`config.mk`:
```
export PLATFORM = sky130hd
export DESIGN_NAME = lphs_fifo
export DESIGN_NICKNAME = d
export VERILOG_FILES = /design/src/design/linear_probe_hash_set_assert.svh /design/src/design/lphs_fifo.sv
export SDC_FILE = /design/constraint.sdc
export NUM_CORES = 1
export LEC_CHECK = 0
export BUFFER_PORTS_ARGS = -buffer_cell sky130_fd_sc_hd__buf_4
export CAP_MARGIN = 20
export CORE_MARGIN = 1
export CORE_UTILIZATION = 52
export DETAILED_ROUTE_END_ITERATION = 16
export GPL_TIMING_DRIVEN = 0
export HOLD_SLACK_MARGIN = 0.03
export PLACE_DENSITY = 0.8
export REMOVE_ABC_BUFFERS = 1
export SETUP_SLACK_MARGIN = 0.1
export SKIP_CTS_REPAIR_TIMING = 1
export SYNTH_ARGS = -nofsm -noshare
export SYNTH_HDL_FRONTEND = slang
export SYNTH_SLANG_ARGS = --single-unit
export TNS_END_PERCENT = 30
```
`constraint.sdc`:
```
create_clock -name clk_i -period 3.7 [get_ports clk_i]
set_input_delay 0 -clock clk_i [delete_from_list [all_inputs] [get_ports clk_i]]
set_output_delay 0 -clock clk_i [all_outputs]
set_load 0.02 [all_outputs]
```
`src/design/linear_probe_hash_set_assert.svh`:
```
// ---------------------------------------------------------------------------
// Assertion macros for the linear probe hash set
// Shared property forms, clocked on clk_i and disabled during reset.
// ---------------------------------------------------------------------------
`ifndef LINEAR_PROBE_HASH_SET_ASSERT_SVH
`define LINEAR_PROBE_HASH_SET_ASSERT_SVH

// The consequent holds in the same cycle as the antecedent.
`define LPHS_ASSERT_SAME(lbl, ante, cons, msg) \
  lbl: assert property (@(posedge clk_i) disable iff (!rst_ni) (ante) |-> (cons)) \
    else $error(msg);

// The consequent holds in the cycle after the antecedent.
`define LPHS_ASSERT_NEXT(lbl, ante, cons, msg) \
  lbl: assert property (@(posedge clk_i) disable iff (!rst_ni) (ante) |=> (cons)) \
    else $error(msg);

`endif

```
`src/design/lphs_fifo.sv`:
```
// ---------------------------------------------------------------------------
// lphs_fifo
// Two-entry queue that decouples the hashing front from the probe engine.
// ---------------------------------------------------------------------------
module lphs_fifo #(
  parameter int unsigned W = 8
) (
  input  logic         clk_i,
  input  logic         rst_ni,
  input  logic         wr_valid_i,
  output logic         wr_ready_o,
  input  logic [W-1:0] wr_data_i,
  output logic         rd_valid_o,
  input  logic         rd_ready_i,
  output logic [W-1:0] rd_data_o
);

  logic [W-1:0] mem_q [2];
  logic         wr_ptr_q, wr_ptr_d;
  logic         rd_ptr_q, rd_ptr_d;
  logic [1:0]   count_q, count_d;
  logic         do_wr, do_rd;

  assign wr_ready_o = (count_q != 2'd2);
  assign rd_valid_o = (count_q != 2'd0);
  assign rd_data_o  = mem_q[rd_ptr_q];
  assign do_wr      = wr_valid_i && wr_ready_o;
  assign do_rd      = rd_valid_o && rd_ready_i;

  always_comb begin
    wr_ptr_d = do_wr ? ~wr_ptr_q : wr_ptr_q;
    rd_ptr_d = do_rd ? ~rd_ptr_q : rd_ptr_q;
    count_d  = count_q;
    if (do_wr && !do_rd) begin
      count_d = count_q + 2'd1;
    end else if (do_rd && !do_wr) begin
      count_d = count_q - 2'd1;
    end
  end

  always_ff @(posedge clk_i or negedge rst_ni) begin
    if (!rst_ni) begin
      wr_ptr_q <= 1'b0;
      rd_ptr_q <= 1'b0;
      count_q  <= 2'd0;
    end else begin
      wr_ptr_q <= wr_ptr_d;
      rd_ptr_q <= rd_ptr_d;
      count_q  <= count_d;
    end
  end

  always_ff @(posedge clk_i) begin
    if (do_wr) begin
      mem_q[wr_ptr_q] <= wr_data_i;
    end
  end

endmodule

```
# == Word level (Yosys, flattened, before mapping) ==
# Memory sizes are Yosys's and may differ from the RTL's.
# Cells that the tools add are included.
# op_classes
add_sub_neg,2
n_eq_ne,1
muxes,4
bitwise,2
n_reduce_logical,8
# op_table
op,count
1-bit logical AND,4
2-bit 2-to-1 mux,2
2-bit nonzero test,2
2-bit by 1-bit adder with 2-bit output (second input constant),1
1-bit logical NOT,2
1-bit 2-to-1 mux,2
2-bit inequality test (second input constant),1
1-bit inverter,2
2-bit by 1-bit subtractor with 2-bit output (second input constant),1
# word_totals
ff_bits,4
mem_bits_rw,16
input_bits,12
output_inout_bits,10
mem_count,1
# memory_table
name,words,width,read_ports,rd_ports_with_merged_regs,wr,line_no,source
mem_q,2,8,1,0,1,lphs_fifo.sv:18,logic [W-1:0] mem_q [2];

# == Longest topological paths before layout ==
# logic_depth
ltp_word,6
depth_mapped,7
ltp_nobuf,7

# == Worst setup path after synthesis ==
# No wires, ideal clock.
# synth_path
path_type,reg2reg
from,register count_q[0]
to,memory mem_q[0][0] (enable)
t_arrival_ns,1.045
required_time_ns,3.330
path_slack_ns,2.285
path_stages_with_launch,4
period_less_slack_ns,1.415
path_cell_list,dfrtp_1 > nand2b_4 > nand2_1 > nor2_1
# synth_via
elab_chain_len,4
# synth_lines
element,line_no,source
start: declaration,lphs_fifo.sv:21,"logic [1:0] count_q, count_d;"
start signal: assignment,lphs_fifo.sv:49,count_q <= count_d;
2-bit inequality test,lphs_fifo.sv:24,assign wr_ready_o = (count_q != 2'd2);
named net wr_ready_o,lphs_fifo.sv:11,"output logic wr_ready_o,"
1-bit logical AND,lphs_fifo.sv:27,assign do_wr = wr_valid_i && wr_ready_o;
1-bit 2-to-1 mux,lphs_fifo.sv:54,if (do_wr) begin
1-bit 2-to-1 mux (implied by the code),lphs_fifo.sv:55,mem_q[wr_ptr_q] <= wr_data_i;
end: declaration,lphs_fifo.sv:18,
# The timed path passes the listed nets, and every way through them passes these cells.

# == Final worst setup path ==
# layout_path
from,register count_q[0]
to,memory mem_q[0][6] (enable)
# layout_via
elab_chain_len,4
# layout_lines
element,line_no
2-bit inequality test,lphs_fifo.sv:24
1-bit logical AND,lphs_fifo.sv:27
1-bit 2-to-1 mux,lphs_fifo.sv:54
1-bit 2-to-1 mux (implied by the code),lphs_fifo.sv:55
# No other way between the ends.

==> results.sh <==
export IMPL_regArea_um2=580.6
export IMPL_crit_path_start_kind="register"
export IMPL_wl_um=1337
export IMPL_slowest_delay_ns=0.56
export IMPL_final_layout_size_suffix_gt1_share_pct=44.87
export IMPL_grt_usage_pct=17.50
export IMPL_crit_chain="nand2b_4 > nand2_1 > nor2_1"
export IMPL_grt_use_met2_pct=28.52
export IMPL_net_switching_power_uw=270.1
export IMPL_gp_congestion=0.6148
export IMPL_syn_to_final_growth_pct=39.11
export IMPL_antenna_cells=0
export IMPL_final_cell_mix="buf_4 (21), edfxtp_1 (16), dlygate4sd3_1 (11), mux2_2 (8), dfrtp_1 (4)"
export IMPL_htreeDepth=1
export IMPL_hold_slack_ns=0.01030
export IMPL_vias=471
export IMPL_final_cell_area_mm2=0.001095
export IMPL_worstPathRequired_ns=3.64
export IMPL_placed_cells=78
export IMPL_p_total_uw=794.9
export IMPL_root_buffer="clkbuf_4"
export IMPL_ios=22
export IMPL_crit_path_max_fanout=8
export IMPL_die_w_um=40.91
export IMPL_io_buffers=21
export IMPL_dr_pass1_iters=4
export IMPL_layout_commonest_cell="buf_4"
export IMPL_grt_first_pass_wirelength_um=1718
export IMPL_worst_path_max_delay_cell="nor2_1"
export IMPL_peakVddDrop_uv=441.9
export IMPL_grt_overflow=0
export IMPL_use_met1_pct=20.51
export IMPL_n_fill_cell=82
export IMPL_cp_top_family="simple AND/OR/NAND/NOR gates"
export IMPL_swShare_pct=33.98
export IMPL_hold_class="input port to register"
export IMPL_arrival_ns=1.54
export IMPL_core_area_mm2=0.001350
export IMPL_power_density_mw_per_mm2=726.1
export IMPL_fin_util_pct=81.09
export IMPL_worst_setup_path_type="register to register"
export IMPL_max_freq_mhz=624.6
export IMPL_cts_buffer_depth=2
export IMPL_dp_worst_setup_slack_ns=2.111
export IMPL_dpl_cell_area_um2=958.4
export IMPL_finalHoldViolCount=0
export IMPL_ys_seq_area_share_pct=73.77
export IMPL_synthesis_area_um2=787.0
export IMPL_endpoint_kind="register"
export IMPL_antenna_found_initial=0
export IMPL_p_clk_share_pct=13.0
export IMPL_critPathBufInv=0
export IMPL_drc_errors=0
export IMPL_yosys_warnings=0
export IMPL_clkLatencyLatePin_ns=0.30
export IMPL_maxSlewHeadroom_pct=51.85
export IMPL_cts_buffers=3
export IMPL_syn_avg_cell_area_um2=18.30
export IMPL_via_per_inst=5.065
export IMPL_fp_dieH_um=40.91
export IMPL_synth_cell_types=14
export IMPL_ant_nets=0
export IMPL_multi_input_area_um2=197.7
export IMPL_maxSlewViolCount=0
export IMPL_synth_seq_cells=20
export IMPL_tns_ns=0
export IMPL_clock_skew_ns=0.003207
export IMPL_maxCapViolCount=0
export IMPL_setup_viol=0
export IMPL_tritoncts="built"
export IMPL_rows=13
export IMPL_tightest_slew_ns=0.7196
export IMPL_p_leak_nw=0.4490
export IMPL_dieArea_mm2=0.001673
export IMPL_wl_per_cell_um=14.38
export IMPL_p_int_uw=524.8
export IMPL_grt_max_degree=12
export IMPL_p_comb_share_pct=41.4
export IMPL_grt_busiest_layer="met2"
export IMPL_rsz0062_at_grt="no"
export IMPL_pwr_share_seq_pct=45.5
export IMPL_drt_iter0_markers=4
export IMPL_nets=92
export IMPL_finalCritPeriodShare_pct=43.27
export IMPL_layout_cells_non_filler=93
export IMPL_met3_usage_pct=4.891
export IMPL_start_util_pct=58.29
export IMPL_grt_pass1_vias=395
export IMPL_layout_setup_ws_ns=2.099
export IMPL_outcome="complete, no violations"
export IMPL_numClockSinks=20
export IMPL_final_min_clock_period_ns=1.601
export IMPL_clk_pin_slew_ns=0.11
export IMPL_synthCells=43
-- final timing paths --
check	cells after the start	slack, ns	end	from
setup / recovery	3	2.10	mem_q[0][6]	count_q[0]
hold / removal	3	0.01	wr_ptr_q	wr_valid_i
setup reg to reg	3	2.10	mem_q[0][6]	count_q[0]
hold reg to reg	1	0.51	wr_ptr_q	wr_ptr_q
max in group asynchronous	3	2.94	count_q[1]	rst_ni
min in group asynchronous	3	0.59	wr_ptr_q	rst_ni
-- layout make-up --
| cell class | count | share of cell area (%) |
|---|---|---|
| tap | 15 | 1.714 |
| sequential | 20 | 53.03 |
| clock inverter | 1 | 0.3429 |
| multi-input combinational | 21 | 18.06 |
| clock buffer | 3 | 2.057 |
| timing repair buffer | 32 | 24.46 |
| inverter | 1 | 0.3429 |
-- power groups by stage --
stage / combinational [mW] / clock, mW / sequential, mW
after floorplan: 0.217 / 0 / 0.356
after global placement: 0.316 / 0 / 0.366
after detailed placement: 0.322 / 0 / 0.368
after CTS: 0.322 / 0.106 / 0.365
after global routing: 0.356 / 0.114 / 0.372
final: 0.329 / 0.104 / 0.362
-- flip-flops by register name, summed over array words and instances, names as in the netlist --
name and cells:
count_q 2, mem_q 16, rd_ptr_q 1, wr_ptr_q 1
-- metal layers --
metal,vias to the layer above,share of wire [%]
met3,0,3.1
met4,0,0
met1,232,46
met2,15,51
met5,-,0
li1,224,-
-- worst reg2reg max path, cell delays in order (launching register included) --
cell and delay (ns):
dfrtp_1 0.43, nand2b_4 0.16, nand2_1 0.09, nor2_1 0.56
-- cells by family after synthesis --
kind of cell	count (synthesis)	share of synthesized area, %
xor+xnor	5	5.565
flops	20	73.77
simple gates	7	6.518
mux	8	11.45
buf+inv	2	1.112
fa+ha+maj	1	1.590
-- cell usage after synthesis --
library cell	n	area share [%]
edfxtp_1	16	61
mux2_2	8	11
dfrtp_1	4	13
xnor2_1	3	3.3
nor2_1	2	0.95
xor2_1	2	2.2
and3_1	1	0.80
buf_2	1	0.64
ha_1	1	1.6
inv_1	1	0.48
nand2_1	1	0.48
nand2_4	1	1.4
nand2b_4	1	1.7
or2_4	1	1.1
No activity file was read; power rests on OpenSTA's default activity.
