File: src/design/linear_probe_hash_set_assert.svh
// ---------------------------------------------------------------------------
// Assertion macros for the linear probe hash set
// Shared property forms, clocked on clk_i and disabled during reset.
// ---------------------------------------------------------------------------
`ifndef LINEAR_PROBE_HASH_SET_ASSERT_SVH
`define LINEAR_PROBE_HASH_SET_ASSERT_SVH

// The consequent holds in the same cycle as the antecedent.
`define LPHS_ASSERT_SAME(lbl, ante, cons, msg) \
  lbl: assert property (@(posedge clk_i) disable iff (!rst_ni) (ante) |-> (cons)) \
    else $error(msg);

// The consequent holds in the cycle after the antecedent.
`define LPHS_ASSERT_NEXT(lbl, ante, cons, msg) \
  lbl: assert property (@(posedge clk_i) disable iff (!rst_ni) (ante) |=> (cons)) \
    else $error(msg);

`endif

File: src/design/lphs_pkg.sv
// ---------------------------------------------------------------------------
// lphs_pkg
// Codes and fixed widths shared by the hash set modules.
// ---------------------------------------------------------------------------
package lphs_pkg;

  localparam int unsigned CFG_W      = 11;
  localparam int unsigned ACT_W      = 2;
  localparam int unsigned SLOT_W     = 10;
  localparam int unsigned IN_KEY_W   = 32;
  localparam int unsigned DIGIT_BITS = 4;

  typedef enum logic [ACT_W-1:0] {
    ACT_INSERT = 2'd0,
    ACT_DELETE = 2'd1,
    ACT_SEARCH = 2'd2
  } act_e;

  typedef enum logic [1:0] {
    ST_EMPTY   = 2'd0,
    ST_ACTIVE  = 2'd1,
    ST_DELETED = 2'd2
  } slot_st_e;

endpackage

File: src/design/lphs_front.sv
// ---------------------------------------------------------------------------
// lphs_front
// Accepts requests and computes the home slot, key modulo table size,
// four quotient bits per cycle.
// ---------------------------------------------------------------------------
module lphs_front #(
  parameter int unsigned KW = 32,
  parameter int unsigned AW = 10
) (
  input  logic                      clk_i,
  input  logic                      rst_ni,
  input  logic                      en_i,
  input  logic                      s_valid_i,
  output logic                      s_ready_o,
  input  logic [lphs_pkg::ACT_W-1:0] action_i,
  input  logic [KW-1:0]             key_i,
  input  logic [lphs_pkg::CFG_W-1:0] m_i,
  output logic                      push_valid_o,
  input  logic                      push_ready_i,
  output logic [lphs_pkg::ACT_W-1:0] push_action_o,
  output logic [KW-1:0]             push_key_o,
  output logic [AW-1:0]             push_home_o
);
  import lphs_pkg::*;

  localparam int unsigned NSTEP = (KW + DIGIT_BITS - 1) / DIGIT_BITS;
  localparam int unsigned KP    = NSTEP * DIGIT_BITS;
  localparam int unsigned SCW   = (NSTEP > 1) ? $clog2(NSTEP) : 1;
  localparam logic [SCW-1:0] LAST_STEP = SCW'(NSTEP - 1);

  typedef enum logic [2:0] {
    F_IDLE = 3'b001,
    F_DIV  = 3'b010,
    F_PUSH = 3'b100
  } front_st_e;

  front_st_e        state_q, state_d;
  logic [ACT_W-1:0] act_q, act_d;
  logic [KW-1:0]    key_q, key_d;
  logic [KP-1:0]    sh_q, sh_d;
  logic [CFG_W-1:0] rem_q, rem_d;
  logic [SCW-1:0]   step_q, step_d;
  logic [CFG_W-1:0] rem_next;

  always_comb begin
    logic [CFG_W:0] t;
    logic [CFG_W-1:0] r;
    r = rem_q;
    for (int j = 0; j < DIGIT_BITS; j++) begin
      t = {r, sh_q[KP-1-j]};
      if (t >= {1'b0, m_i}) begin
        t = t - {1'b0, m_i};
      end
      r = t[CFG_W-1:0];
    end
    rem_next = r;
  end

  assign s_ready_o     = (state_q == F_IDLE) && en_i;
  assign push_valid_o  = (state_q == F_PUSH);
  assign push_action_o = act_q;
  assign push_key_o    = key_q;
  assign push_home_o   = AW'(rem_q);

  always_comb begin
    state_d = state_q;
    act_d   = act_q;
    key_d   = key_q;
    sh_d    = sh_q;
    rem_d   = rem_q;
    step_d  = step_q;
    unique case (state_q)
      F_IDLE: begin
        if (s_valid_i && en_i) begin
          act_d   = action_i;
          key_d   = key_i;
          sh_d    = KP'(key_i);
          rem_d   = '0;
          step_d  = '0;
          state_d = F_DIV;
        end
      end
      F_DIV: begin
        rem_d  = rem_next;
        sh_d   = sh_q << DIGIT_BITS;
        step_d = step_q + SCW'(1);
        if (step_q == LAST_STEP) begin
          state_d = F_PUSH;
        end
      end
      F_PUSH: begin
        if (push_ready_i) begin
          state_d = F_IDLE;
        end
      end
      default: state_d = F_IDLE;
    endcase
  end

  always_ff @(posedge clk_i or negedge rst_ni) begin
    if (!rst_ni) begin
      state_q <= F_IDLE;
      step_q  <= '0;
    end else begin
      state_q <= state_d;
      step_q  <= step_d;
    end
  end

  always_ff @(posedge clk_i) begin
    act_q <= act_d;
    key_q <= key_d;
    sh_q  <= sh_d;
    rem_q <= rem_d;
  end

endmodule

File: config.mk
export PLATFORM = sky130hd
export DESIGN_NAME = lphs_front
export DESIGN_NICKNAME = d
export VERILOG_FILES = /design/src/design/linear_probe_hash_set_assert.svh /design/src/design/lphs_pkg.sv /design/src/design/lphs_front.sv
export SDC_FILE = /design/constraint.sdc
export NUM_CORES = 1
export LEC_CHECK = 0
export ABC_CLOCK_PERIOD_IN_PS = 11400
export BUFFER_PORTS_ARGS = -buffer_cell sky130_fd_sc_hd__buf_2
export CAP_MARGIN = 20
export CORE_ASPECT_RATIO = 1.2
export CORE_UTILIZATION = 57
export CTS_CLUSTER_DIAMETER = 30
export DETAILED_ROUTE_END_ITERATION = 7
export PLACE_DENSITY = 0.83
export SYNTH_ARGS = -nofsm -noshare
export SYNTH_HDL_FRONTEND = slang
export SYNTH_SLANG_ARGS = --single-unit
File: constraint.sdc
create_clock -name clk_i -period 11.4 [get_ports clk_i]
set_input_delay 2.28 -clock clk_i [delete_from_list [all_inputs] [get_ports clk_i]]
set_output_delay 2.28 -clock clk_i [all_outputs]
set_load 0.005 [all_outputs]
Word-level counts from Yosys, hierarchy flattened:

Cells that the tools add are included.

* register bits: 83
* input bits: 50
* output and inout bits: 46

* $add $sub $neg: 5
* $lt $le $gt $ge: 4
* equal/unequal tests: 7
* muxes and demuxes: 14
* reductions and logical operators: 6

Operators with widths (count)
* 32-bit case mux with 2 select lines: 1
* 11-bit 2-to-1 mux: 5
* 12-bit by 11-bit >= comparator with 1-bit output: 4
* 11-bit subtractor: 4
* 32-bit 2-to-1 mux: 1
* 11-bit case mux with 2 select lines: 1
* 3-bit 2-to-1 mux: 4
* 3-bit case mux with 3 select lines: 1
* 3-bit == test (second input constant): 2
* 3-bit case mux with 2 select lines: 1
* 2-bit by 1-bit inequality test with 1-bit output (second input constant): 2
* 2-bit AND reduction: 2
* 3-bit by 1-bit adder with 3-bit output (second input constant): 1
* 3-bit by 1-bit == test with 1-bit output (second input constant): 1
* 3-bit by 2-bit == test with 1-bit output (second input constant): 1
* 3-bit AND reduction: 1
* 1-bit logical AND: 2
* 2-bit inequality test (second input constant): 1
* 2-bit nonzero test: 1

Logic depth before layout (Yosys ltp):

* depth in word-level cells: 9
* gate-level depth with buffers: 42
* gate-level depth less buffers: 37

Least setup slack after synthesis:

No wires, ideal clock.

* kind: input to register
* start: in m_i[5] (netlist bit)
* end: reg rem_q[4] (data pin)
* library setup time: 0.260 ns
* arrival: 10.219 ns
* data required time: 11.140 ns
* path slack: 0.920 ns
* stages on the path: 39
* cell sequence: inv_1 > ha_1 > a211oi_1 > o21ai_0 > o21a_2 > nor2_1 > clkbuf_1 > o21ai_0 > fa_1 > a21oi_1 > nor2_1 > o31ai_1 > a31o_2 > or4b_1 > buf_2 > buf_1 > mux2i_1 > inv_1 > (+3 left out) > nand4_1 > o211ai_1 > o21ai_0 > and2_1 > buf_1 > o21ai_0 > o21a_1 > ha_1 > a21o_1 > a21oi_1 > nor2b_1 > o41ai_1 > nand2_1 > a211oi_1 > o32ai_4 > nor2_1 > buf_6 > mux2_4

* word-level cells in the longest chain between the ends: 9
* elaborated cells between the ends (all ways): 13

RTL lines
* start, declared: line lphs_front.sv:17 `input logic [lphs_pkg::CFG_W-1:0] m_i,`
* 11-bit subtractor or 12-bit by 11-bit >= comparator with 1-bit output (tied branches): line lphs_front.sv:52, lphs_front.sv:51
* 11-bit 2-to-1 mux: line lphs_front.sv:51 `if (t >= {1'b0, m_i}) begin`
* 11-bit subtractor or 12-bit by 11-bit >= comparator with 1-bit output (tied branches): line lphs_front.sv:52, lphs_front.sv:51
* 11-bit 2-to-1 mux: line lphs_front.sv:51
* 12-bit by 11-bit >= comparator with 1-bit output or 11-bit subtractor (tied branches): line lphs_front.sv:51, lphs_front.sv:52
* 11-bit 2-to-1 mux: line lphs_front.sv:51
* 11-bit subtractor or 12-bit by 11-bit >= comparator with 1-bit output (tied branches): line lphs_front.sv:52, lphs_front.sv:51
* 11-bit 2-to-1 mux (*): line lphs_front.sv:51
* 11-bit case mux with 2 select lines (*): line lphs_front.sv:72 `unique case (state_q)`
* end signal, assigned: line lphs_front.sv:114 `rem_q <= rem_d;`
* end, declared: line lphs_front.sv:41 `logic [CFG_W-1:0] rem_q, rem_d;`

Every way passes the cells marked *; elsewhere a longest branch is shown, timed or not.
A chain may end at the register's enable or synchronous reset.

Final worst setup path:

* start: in m_i[0] (netlist bit)
* end: reg rem_q[8] (data pin)

* word-level cells in the longest chain between the ends: 9
* elaborated cells between the ends (all ways): 13

RTL lines (line)
* 11-bit subtractor or 12-bit by 11-bit >= comparator with 1-bit output (tied branches): lphs_front.sv:52, lphs_front.sv:51
* 11-bit 2-to-1 mux: lphs_front.sv:51
* 11-bit subtractor or 12-bit by 11-bit >= comparator with 1-bit output (tied branches): lphs_front.sv:52, lphs_front.sv:51
* 11-bit 2-to-1 mux: lphs_front.sv:51
* 11-bit subtractor or 12-bit by 11-bit >= comparator with 1-bit output (tied branches): lphs_front.sv:52, lphs_front.sv:51
* 11-bit 2-to-1 mux: lphs_front.sv:51
* 11-bit subtractor or 12-bit by 11-bit >= comparator with 1-bit output (tied branches): lphs_front.sv:52, lphs_front.sv:51
* 11-bit 2-to-1 mux (*): lphs_front.sv:51
* 11-bit case mux with 2 select lines (*): lphs_front.sv:72

Marks and branches as above.

==> key figures <==
STA
  • Post-Route Skew: 0.009385 ns
  • Setup Viol. Count Final: 0
  • Final hold vios: 0
  • Worst rel slew slack: 0.3251
  • RSZ-0062 raised after global routing: no
  • Min Tclk post-route: 10.71 ns
  • Fin crit share: 0.9397
  • Final TNS setup: 0 ns
  • Max Slew Vio Count: 0
  • Fmax: 93.35 MHz
  • Worst-Margin Slew: 0.9966 ns

GRT
  • First-pass GRT wire length: around 25000 microns
  • GRT overflow: 0
  • Number of global-route vias before repair: 4868
  • Largest net degree at the start of global routing: 48
  • Antenna violations before repair: 0
  • Total GRT Usage: 0.3195

Synthesis
  • Sequential area share after synthesis: 0.4325
  • Synth Warn #: 0
  • Distinct cells, synth: 59
  • Post-synth EDFFs: 77
  • Post-Syn Instances: 588
  • Synth area leaders: edfxtp_1, ha_1, nand2_1, o21ai_0, mux2i_1
  • Post-synth top cells: nand2_1, edfxtp_1, ha_1
  • Yosys top cell area share: 0.4059
  • Count leader, synth: nand2_1
  • Avg Inst Size Synth: between 9 and 10 sq um
  • Ys async rst share: 0.07229
  • Mapped Nets: between 600 and 700
  • Cell area after synthesis: 0.005697 sq mm
  • Post-synth top area cell: edfxtp_1
  • Flops & latches, synth: 83
  • Ys flop type: edfxtp_1

Floorplanning
  • Row count: 39
  • Chip height: 111.5 microns
  • Die W: 93.26 microns
  • Starting Density: 0.5926
  • Full die area: 0.01040 sq mm
  • Io pins: 96
  • Total core area: 0.009613 sq mm

Finish
  • Share of cells above drive strength 1: 0.2213
  • Layout area overhead: 18.14%
  • Fillers: a little over 700
  • Antenna fix cells: 0
  • Sequential Area: 0.002464 sq mm
  • Fin nets: 791
  • Multi-input gate area: 0.002989 sq mm

Power
  • Power per Cell Area: 274.1 mW/mm^2
  • Switching Fraction: 0.4298
  • Clock power frac: 0.176
  • Max IR drop VDD: roughly 0.00020 V
  • Combinational share of power: 0.621
  • NetSw: between 0.7 and 0.8 mW
  • Pint: between 1 and 1.5 mW
  • Flop pwr share: 0.202
  • Total power: 1.845 mW
  • Leak: around 3.0 nW

Placed design
  • PortBufs: 95
  • Final HPWL from detailed placement: 12050 microns
  • GP Congestion: 1.006

Clock network
  • Clock slew at reported path FFs: 0.07 ns
  • CTS tree: built
  • TritonCTS Sinks: 83
  • Setup Buffers After CTS: 0
  • CTS H-tree depth: 3
  • CTS Buf Count: 9
  • Worst-Skew Late Latency: 0.34 ns
  • Clk buf depth: 2
  • Hold_buf cts: 0
  • Root Buffer: clkbuf_16

Worst setup path
  • Crit path DAT: 10.88 ns
  • CP max-delay cell: o31ai_1
  • CP max stage delay: 0.51 ns
  • Worst setup SP type: input pin
  • Kind of critical path: input pin to flip-flop
  • CP required: around 12 ns
  • CP dominant cell by count: ha_1
  • Worst setup EP type: flip-flop
  • Highest net fanout along the worst path: 17

Detailed routing
  • Residual DRC: 0
  • Routed vias: 4945
  • DRT antenna net count: 0
  • Post-Route WL: 15900 microns
  • DRT iter0 DRCs: 326
  • Via density per instance: between 6 and 7
  • WL/cell: 19.41 microns
  • Initial DRT Pass Iterations: 5

Flow run
  • Max-cap violations: 0

Hold path
  • HP Class: flip-flop to flip-flop

Outcome
  • Status: finished, final reports clean
cell families (layout without fill, tap and decap cells):
group | Yosys count | after routing | synth area share
AND/OR/NAND/NOR | 227 | 227 | 0.1786
AO/OA/AOI/OAI | 127 | 127 | 0.1538
flip-flops | 83 | 83 | 0.4325
buffers and inverters | 57 | 165 | 0.04568
adder cells (fa/ha/maj) | 50 | 50 | 0.1151
XOR/XNOR | 23 | 23 | 0.03536
multiplexers | 21 | 21 | 0.03909
registers in the layout, summed over array words and instances (netlist names):
name / flops
sh_q: 32
state_q: 3
step_q: 3
push_key_o: 32
push_action_o: 2
rem_q: 11
layer usage:
| metal | share of wire | up-vias | GRT usage | routed length, microns |
|---|---|---|---|---|
| met5 | 0 | - | 0 | 0 |
| met4 | 0.038 | 0 | 0.1251 | 603 |
| met3 | 0.054 | 49 | 0.05191 | 864 |
| met2 | 0.52 | 195 | 0.5608 | 8203 |
| met1 | 0.39 | 2375 | 0.3891 | 6225 |
| li1 | - | 2326 | - | - |
power groups by stage:
stage	clock, mW	sequential [mW]	combinational, mW
3_3_place_gp	0	0.378	1.09
3_5_place_dp	0	0.379	1.11
6_report	0.326	0.373	1.15
2_1_floorplan	0	0.377	0.840
4_1_cts	0.325	0.373	1.12
5_1_grt	0.336	0.375	1.25
layout make-up:
type                    instances  share of cell area
multi-input cells             448              0.4441
clock buffers                   9             0.03346
inverters                      30             0.01673
clock inverters                 7             0.01636
flip-flops and latches         83              0.3661
well taps                     123             0.02287
repair buffers                119              0.1004
critical path: cells and delay by family:
family | cells | cell delay, ns
buffers and inverters | 4 | 0.71
adders and majority gates | 5 | 1.62
muxes | 3 | 0.90
AOI/OAI and AO/OA | 13 | 3.39
and+or+nand+nor | 12 | 1.98
through the flow:
| step | hold slack [ns] | cell area (sq um) | util | std cells | worst slack (ns) |
|---|---|---|---|---|---|
| 2_1_floorplan | 0.4674 | 5697 | - | 588 | 0.9202 |
| 3_3_place_gp | 0.4844 | 6354 | 0.6609 | 802 | 0.3633 |
| 3_5_place_dp | 0.4984 | 6381 | 0.6638 | 803 | 0.1928 |
| 4_1_cts | 0.5182 | 6716 | 0.6987 | 819 | 0.4582 |
| 5_1_grt | 0.5303 | 6730 | 0.7001 | 819 | 0.08520 |
| 6_report | 0.5159 | 6730 | 0.7001 | 819 | 0.6879 |
path summary, 6_finish.rpt:
check	from	slack (ns)	endpoint	cells after the start
worst max-delay path	m_i[0]	0.69	rem_q[8]	37
worst min-delay path	sh_q[25]	0.52	sh_q[29]	2
worst max register to register	sh_q[31]	2.41	rem_q[8]	37
worst min register to register	sh_q[25]	0.52	sh_q[29]	2
max in group asynchronous	rst_ni	9.44	state_q[0]	1
min in group asynchronous	rst_ni	1.74	state_q[2]	1
timing repair:
| item | CTS | global route |
|---|---|---|
| resized for setup | 0 | 5 |
| setup endpoints to repair | 0 | 11 |
| endpoints found under the hold margin | 0 | 0 |
layout by cell type (no fill, tap or decap), drive strengths merged, types with 10 or more instances in the layout:
cell and instances:
mux2i 14, a21o 11, o21a 12, nand2 118, buf 119, nand4 10
nand2b 11, a21oi 22, inv 32, edfxtp 77, o21ai 34, ha 46
xnor2 15, nand3 13, nor2 37, a211oi 11
Power figures use the tool's default switching activity.
